File: src/rtl/mie_pkg.sv
// Package: widths, controller state codes and command/status structs for the modular inverse block.
package mie_pkg;

    localparam int WORD_BITS = 64;
    localparam int CNT_BITS  = $clog2(WORD_BITS);

    typedef logic [WORD_BITS-1:0] word_t;

    typedef enum logic [6:0] {
        ST_IDLE   = 7'b0000001,
        ST_MODDIV = 7'b0000010,
        ST_MODEND = 7'b0000100,
        ST_CHK    = 7'b0001000,
        ST_STEP   = 7'b0010000,
        ST_UPD    = 7'b0100000,
        ST_FIN    = 7'b1000000
    } state_t;

    typedef struct packed {
        logic load;      // capture value, start value mod modulus
        logic div_step;  // one restoring division bit
        logic set_cur;   // remainder of the first division becomes r_cur
        logic start;     // start r_prev / r_cur
        logic update;    // advance Euclid pair and coefficients
        logic emit;      // write result register
    } dp_cmd_t;

    typedef struct packed {
        logic m_zero;
        logic rc_zero;
        logic div_last;
        logic out_busy;
    } dp_stat_t;

endpackage

File: src/rtl/mie_ctrl.sv
// Controller: sequences the division and Euclid update steps for one transfer.
module mie_ctrl (
    input  logic              clk,
    input  logic              rst_n,
    input  logic              in_valid,
    output logic              in_ready,
    input  mie_pkg::dp_stat_t stat,
    output mie_pkg::dp_cmd_t  cmd
);
    import mie_pkg::*;

    state_t state_reg;
    state_t state_next;

    assign in_ready = (state_reg == ST_IDLE);

    always_comb
    begin
        state_next = state_reg;
        cmd        = '0;
        unique case (state_reg)
            ST_IDLE:
            begin
                if (in_valid)
                begin
                    cmd.load   = 1'b1;
                    state_next = stat.m_zero ? ST_FIN : ST_MODDIV;
                end
            end
            ST_MODDIV:
            begin
                cmd.div_step = 1'b1;
                if (stat.div_last)
                begin
                    state_next = ST_MODEND;
                end
            end
            ST_MODEND:
            begin
                cmd.set_cur = 1'b1;
                state_next  = ST_CHK;
            end
            ST_CHK:
            begin
                if (stat.rc_zero)
                begin
                    state_next = ST_FIN;
                end
                else
                begin
                    cmd.start  = 1'b1;
                    state_next = ST_STEP;
                end
            end
            ST_STEP:
            begin
                cmd.div_step = 1'b1;
                if (stat.div_last)
                begin
                    state_next = ST_UPD;
                end
            end
            ST_UPD:
            begin
                cmd.update = 1'b1;
                state_next = ST_CHK;
            end
            ST_FIN:
            begin
                if (!stat.out_busy)
                begin
                    cmd.emit   = 1'b1;
                    state_next = ST_IDLE;
                end
            end
            default:
            begin
                state_next = ST_IDLE;
            end
        endcase
    end

    always_ff @(posedge clk or negedge rst_n)
    begin
        if (!rst_n)
        begin
            state_reg <= ST_IDLE;
        end
        else
        begin
            state_reg <= state_next;
        end
    end

endmodule

File: src/rtl/mie_dp.sv
// Datapath: modulus register, bit-serial divider with product accumulator, Euclid registers, result register.
module mie_dp (
    input  logic                            clk,
    input  logic                            rst_n,
    input  logic                            cfg_wr_en,
    input  logic [mie_pkg::WORD_BITS-1:0]   cfg_wr_data,
    input  logic [mie_pkg::WORD_BITS-1:0]   value,
    input  mie_pkg::dp_cmd_t                cmd,
    output mie_pkg::dp_stat_t               stat,
    output logic                            out_valid,
    input  logic                            out_ready,
    output logic [mie_pkg::WORD_BITS-1:0]   inverse,
    output logic                            no_inverse
);
    import mie_pkg::*;

    word_t               m_reg;
    word_t               rp_reg, rp_next;
    word_t               rc_reg, rc_next;
    word_t               cp_reg, cp_next;
    word_t               cc_reg, cc_next;
    logic                np_reg, np_next;
    logic                nc_reg, nc_next;
    word_t               dn_reg, dn_next;    // dividend, shifted out MSB first
    word_t               dd_reg, dd_next;    // divisor
    word_t               dr_reg, dr_next;    // partial remainder
    word_t               pr_reg, pr_next;    // quotient times c_cur
    logic [CNT_BITS-1:0] cnt_reg, cnt_next;
    word_t               inv_reg;
    logic                fail_reg;
    logic                ov_reg;

    logic [WORD_BITS:0]  r_sh;
    logic [WORD_BITS:0]  r_sub;
    logic                qbit;
    logic                fin_fail;
    word_t               fin_inv;

    assign r_sh  = {dr_reg, dn_reg[WORD_BITS-1]};
    assign r_sub = r_sh - {1'b0, dd_reg};
    assign qbit  = !r_sub[WORD_BITS];

    assign stat.m_zero   = (m_reg == '0);
    assign stat.rc_zero  = (rc_reg == '0);
    assign stat.div_last = (cnt_reg == CNT_BITS'(WORD_BITS - 1));
    assign stat.out_busy = ov_reg && !out_ready;

    assign fin_fail = (m_reg == '0) || (rp_reg != word_t'(1));

    always_comb
    begin
        if (fin_fail || m_reg == word_t'(1))
        begin
            fin_inv = '0;
        end
        else if (np_reg && cp_reg != '0)
        begin
            fin_inv = m_reg - cp_reg;
        end
        else
        begin
            fin_inv = cp_reg;
        end
    end

    always_comb
    begin
        rp_next  = rp_reg;
        rc_next  = rc_reg;
        cp_next  = cp_reg;
        cc_next  = cc_reg;
        np_next  = np_reg;
        nc_next  = nc_reg;
        dn_next  = dn_reg;
        dd_next  = dd_reg;
        dr_next  = dr_reg;
        pr_next  = pr_reg;
        cnt_next = cnt_reg;
        if (cmd.load)
        begin
            dn_next  = value;
            dd_next  = m_reg;
            dr_next  = '0;
            pr_next  = '0;
            cnt_next = '0;
            rp_next  = m_reg;
            cp_next  = '0;
            np_next  = 1'b0;
            cc_next  = word_t'(1);
            nc_next  = 1'b0;
        end
        if (cmd.div_step)
        begin
            dr_next  = qbit ? r_sub[WORD_BITS-1:0] : r_sh[WORD_BITS-1:0];
            dn_next  = {dn_reg[WORD_BITS-2:0], 1'b0};
            pr_next  = {pr_reg[WORD_BITS-2:0], 1'b0} + (qbit ? cc_reg : '0);
            cnt_next = cnt_reg + CNT_BITS'(1);
        end
        if (cmd.set_cur)
        begin
            rc_next = dr_reg;
        end
        if (cmd.start)
        begin
            dn_next  = rp_reg;
            dd_next  = rc_reg;
            dr_next  = '0;
            pr_next  = '0;
            cnt_next = '0;
        end
        if (cmd.update)
        begin
            rp_next = rc_reg;
            rc_next = dr_reg;
            cp_next = cc_reg;
            np_next = nc_reg;
            cc_next = cp_reg + pr_reg;
            nc_next = !nc_reg;
        end
    end

    always_ff @(posedge clk)
    begin
        rp_reg  <= rp_next;
        rc_reg  <= rc_next;
        cp_reg  <= cp_next;
        cc_reg  <= cc_next;
        np_reg  <= np_next;
        nc_reg  <= nc_next;
        dn_reg  <= dn_next;
        dd_reg  <= dd_next;
        dr_reg  <= dr_next;
        pr_reg  <= pr_next;
        cnt_reg <= cnt_next;
        if (cmd.emit)
        begin
            inv_reg  <= fin_inv;
            fail_reg <= fin_fail;
        end
    end

    always_ff @(posedge clk or negedge rst_n)
    begin
        if (!rst_n)
        begin
            m_reg  <= word_t'(1) << (WORD_BITS - 1);
            ov_reg <= 1'b0;
        end
        else
        begin
            if (cfg_wr_en)
            begin
                m_reg <= cfg_wr_data;
            end
            if (cmd.emit)
            begin
                ov_reg <= 1'b1;
            end
            else if (out_ready)
            begin
                ov_reg <= 1'b0;
            end
        end
    end

    assign out_valid  = ov_reg;
    assign inverse    = inv_reg;
    assign no_inverse = fail_reg;

endmodule

File: src/rtl/modular_inverse_euclid.sv
// Top level: modular inverse by the extended Euclidean algorithm.
//
//  channel   dir  data                                  handshake
//  s_axis    in   tdata[63:0] value                     tvalid/tready
//  m_axis    out  tdata[63:0] inverse, tuser no_inverse tvalid/tready
//  cfg       in   cfg_wr_data[63:0] modulus             cfg_wr_en
//
// One item at a time. Each item takes a reduction of the value mod the modulus, then k Euclid
// steps (at most 91 for 64 bits); each step is a one-bit-per-cycle division
// followed by one update and one check.
// rst_n clears the controller and sets the modulus to 2^63.
// A finished result waits in the output register; the next item is taken meanwhile,
// and the block stalls before writing a result only while the previous one is untaken.
module modular_inverse_euclid (
    input  logic                          clk,
    input  logic                          rst_n,
    input  logic                          s_axis_tvalid,
    output logic                          s_axis_tready,
    input  logic [mie_pkg::WORD_BITS-1:0] s_axis_tdata,   // [63:0] value
    output logic                          m_axis_tvalid,
    input  logic                          m_axis_tready,
    output logic [mie_pkg::WORD_BITS-1:0] m_axis_tdata,   // [63:0] inverse
    output logic                          m_axis_tuser,   // [0] no_inverse
    input  logic                          cfg_wr_en,
    input  logic [mie_pkg::WORD_BITS-1:0] cfg_wr_data     // [63:0] modulus
);
    import mie_pkg::*;

    dp_cmd_t  cmd;
    dp_stat_t stat;

    mie_ctrl u_ctrl (
        .clk      (clk),
        .rst_n    (rst_n),
        .in_valid (s_axis_tvalid),
        .in_ready (s_axis_tready),
        .stat     (stat),
        .cmd      (cmd)
    );

    mie_dp u_dp (
        .clk         (clk),
        .rst_n       (rst_n),
        .cfg_wr_en   (cfg_wr_en),
        .cfg_wr_data (cfg_wr_data),
        .value       (s_axis_tdata),
        .cmd         (cmd),
        .stat        (stat),
        .out_valid   (m_axis_tvalid),
        .out_ready   (m_axis_tready),
        .inverse     (m_axis_tdata),
        .no_inverse  (m_axis_tuser)
    );

endmodule

File: config.mk
export PLATFORM = sky130hd
export DESIGN_NAME = modular_inverse_euclid
export DESIGN_NICKNAME = d
export VERILOG_FILES = /design/src/rtl/mie_pkg.sv /design/src/rtl/mie_ctrl.sv /design/src/rtl/mie_dp.sv /design/src/rtl/modular_inverse_euclid.sv
export SDC_FILE = /design/constraint.sdc
export NUM_CORES = 2
export LEC_CHECK = 0
export BUFFER_PORTS_ARGS = -buffer_cell sky130_fd_sc_hd__buf_2
export CORE_MARGIN = 3
export CORE_UTILIZATION = 40
export DETAILED_ROUTE_END_ITERATION = 10
export PLACE_DENSITY_LB_ADDON = 0.05
export RECOVER_POWER = 50
export SETUP_SLACK_MARGIN = 0.4
export SLEW_MARGIN = 40
export SYNTH_ARGS = -nofsm -noshare
export SYNTH_HDL_FRONTEND = slang
export SYNTH_SLANG_ARGS = --single-unit
File: constraint.sdc
create_clock -name clk -period 7.5 [get_ports clk]
set_clock_uncertainty 0.05 [all_clocks]
set_input_delay 1.5 -clock clk [delete_from_list [all_inputs] [get_ports clk]]
set_output_delay 1.5 -clock clk [all_outputs]
set_load 0.05 [all_outputs]
==> results.md <==
- Synth top area share: 33.0%
- Hold Path Stages: 0
- Layout cells sized above 1: a little over a tenth
- CP max FO: 10
- Die area: ~110000 um2
- Overall Global Routing Usage: roughly a quarter
- Critical path class: flip-flop to flip-flop
- CTS Hold Buffers Added: 0
- Setup crit end kind: flip-flop
- Vias: around 33k
- Syn Area/Cell: ~9.5 um2
- Sum of negative setup slack: 0 ns
- Vias in the first global route: 32.0k
- Number of synthesized flops with an enable pin: 451
- CTS buffer count: 79
- Slew margin rel.: -234%
- RSZ-0062 raised after global routing: no
- Pin count of the biggest net entering global routing: around 110
- Vias per cell: 5.64
- Pre-antenna DRT Iters: 5
- Clock Path Buffers: 3
- H-tree depth: 3
- Max VDD drop: approximately 0.14 mV
- Chip height: about 330 um
- FFs w/ async S/R, synth: about 11%
- Final-report max-slew violation count: approximately 670
- Area Overhead vs Synth: 12.1%
- Row cnt: between 100 and 150
- Pwr dens: 182 nW/um2
- Starting density of the core: between 40% and 50%
- Clk_lat worst skew: 0.66 ns
- CP arrival: between 7 and 8 ns
- Hpwl dp: 103000 um
- Worst Setup Start Kind: flip-flop
- Top Ports: 200
- Synthesized net count: ~4.7k
- Post-synthesis register bit count: about 660
- Drt first-iter violations: around 2.7k
- Failing checks: max-capacitance violations, max-slew violations
- Cell taking the most area after synthesis: edfxtp_1
- FMAX: between 100 and 150 MHz
- Remaining antenna violation count: 0
- Clk pin slew, worst setup/hold paths: around 0.07 ns
- Area of the core: 101000 um2
- Mapped Area: 41000 um2
- Commonest register cell after synthesis: edfxtp_1
- Initial antenna violation count: 7
- PortBufs: a little under 200
- Fraction of the yosys area taken by sequential cells: between 40% and 50%
- Congestion Overflow GR: 0
- Hold Worst Slack: between 0.4 and 0.5 ns
- Min cycle time layout: around 6.8 ns
- Setup slack, reg-to-reg: 0.72 ns
- R2R cell count: 24
- Cell leakage power: 18.9 nW
- Clock sink total: 657
- Post-synthesis cell count: 4316
- First-pass GRT wire length: 206000 um
- Slew @ Worst Pin: approximately 5.0 ns
- Status: finished with violations
- # fillers: ~10k
- Synth top area cells: edfxtp_1, ha_1, dfxtp_1
- Cell variety after synth: 91
- Nets@finish: between 4k and 5k
- Cell with the most instances after synthesis: nand2_1
- DR WL/cell: 23.7 um
- Synth warn: 0
- Final setup viols: 0
- Drt drc: 0
- Die X-Extent: 326 um
- Root buffer cell: clkbuf_16
- Routed WL: ~140000 um
- GPL Wtd Cong: a little under 0.9
- Final Cycle Share: between 90% and 100%
- CP required: 7.78 ns
- Fin. Hold Viols: 0
- Hold Crit Class: flip-flop to flip-flop
- TritonCTS clock tree: built
- Max_cap viols: 11
- Synth top cells by count: nand2_1, edfxtp_1, a21oi_1
metrics by stage:
| step | setup WS, ns | instances | util (%) | cell area, um2 | total power, mW |
|---|---|---|---|---|---|
| finish | 0.718 | 5857 | 45.6 | 46000 | 8.37 |
| global route | 0.186 | 5856 | 45.6 | 46000 | 8.62 |
| CTS | 0.439 | 5855 | 45.7 | 46100 | 8.45 |
| detailed placement | 0.513 | 5708 | 43.1 | 43400 | 4.43 |
| global placement | 0.665 | 5706 | 43.0 | 43300 | 4.43 |
| floorplan | 1.06 | 4316 | - | 41000 | 4.23 |
critical path, cell delays in order (launching register included):
cell and delay, ns:
dfxtp_1 0.33, ha_1 0.43, a21o_1 0.20, a31oi_1 0.27, o221a_2 0.25, nor4b_2 0.18
o21ai_1 0.16, or3b_1 0.36, o311ai_1 0.44, nor2_4 0.16, and2_1 0.20, ha_1 0.21
fa_1 0.44, a211oi_1 0.27, o21a_1 0.22, a21oi_1 0.12, nor4b_2 0.32, nor4_1 0.14
o41a_1 0.52, a21o_1 0.27, o31ai_2 0.28, o21ai_1 0.16, a31oi_1 0.22, xor2_1 0.16
o21ai_1 0.07
cells by family after synthesis:
kind of cell	synth area share (%)
and+or+nand+nor	16.3
AOI/OAI and AO/OA	17.3
DFF	44.0
buffers and inverters	3.67
adders and majority gates	7.91
muxes	6.21
xor gates and xnor gates	4.68
metal layers:
metal  part of all wire [%]  global-route usage (%)
met3                    6.1                    4.78
met2                     43                    38.6
met1                     48                    36.9
met4                    2.6                    7.02
met5                 0.0079                       0
report_power, final:
part / switching (mW) / internal [mW] / total (mW)
sequential: 0.109 / 3.89 / 4.00
clock: 1.65 / 2.35 / 4.00
combinational: 0.203 / 0.166 / 0.369
total: 1.96 / 6.41 / 8.37
cell usage in the layout (no fill, tap or decap), types with 15 or more instances in the layout:
| cell | synthesis | routed |
|---|---|---|
| and2_1 | 142 | 100 |
| buf_2 | 14 | 131 |
| buf_4 | 2 | 28 |
| nor4_1 | 74 | 68 |
| o21ai_1 | 17 | 16 |
| dfrtp_1 | 70 | 70 |
| nand2b_1 | 32 | 31 |
| o21ai_0 | 303 | 302 |
| clkbuf_1 | 183 | 99 |
| and3_1 | 34 | 34 |
| o21bai_1 | 45 | 45 |
| nand2_1 | 568 | 567 |
| mux2_2 | 124 | 123 |
| a31oi_1 | 38 | 35 |
| clkbuf_16 | 0 | 80 |
| nor2b_1 | 40 | 39 |
| or3_1 | 16 | 16 |
| nand3_1 | 64 | 64 |
| dfxtp_1 | 134 | 134 |
| nand4_1 | 82 | 82 |
| a22o_1 | 16 | 16 |
| xnor2_1 | 129 | 129 |
| and2_0 | 0 | 42 |
| o211ai_1 | 17 | 17 |
| a21oi_1 | 346 | 345 |
| ha_1 | 253 | 253 |
| a211oi_1 | 23 | 23 |
| inv_1 | 185 | 184 |
| o21a_1 | 30 | 29 |
| mux2i_1 | 115 | 115 |
| a21o_1 | 147 | 147 |
| edfxtp_1 | 451 | 451 |
| nor3_1 | 41 | 41 |
| xor2_1 | 90 | 90 |
| nor2_1 | 277 | 274 |
| a22oi_1 | 15 | 15 |
repair_timing:
action                                  CTS  global route
gates resized for setup                   0             9
buffers inserted                          0             1
endpoints found under the setup margin    0            18
final timing paths:
check / start / endpoint
min reg2reg: u_dp.dr_reg[37]$_SDFFE_PP0P_ / u_dp.rc_reg[37]$_DFFE_PP_
max in group asynchronous: rst_n / u_dp.m_reg[10]$_DFFE_PN0P_
max: u_dp.dr_reg[52]$_SDFFE_PP0P_ / u_dp.pr_reg[49]$_SDFFE_PP0P_
max reg2reg: u_dp.dr_reg[52]$_SDFFE_PP0P_ / u_dp.pr_reg[49]$_SDFFE_PP0P_
min: u_dp.dr_reg[37]$_SDFFE_PP0P_ / u_dp.rc_reg[37]$_DFFE_PP_
min in group asynchronous: rst_n / u_dp.m_reg[58]$_DFFE_PN0P_
area by class of cell:
class                   instances  area, um2  area share, %
flip-flops and latches        657      18000           39.2
repair buffers                244       1230           2.67
clock inverters                35        420          0.915
diodes                          1       2.50        0.00544
multi-input cells            3265      21600           47.1
well taps                    1357       1700           3.69
inverters                     186        699           1.52
clock buffers                 112       2250           4.90
(Power assumes the default switching activity.)
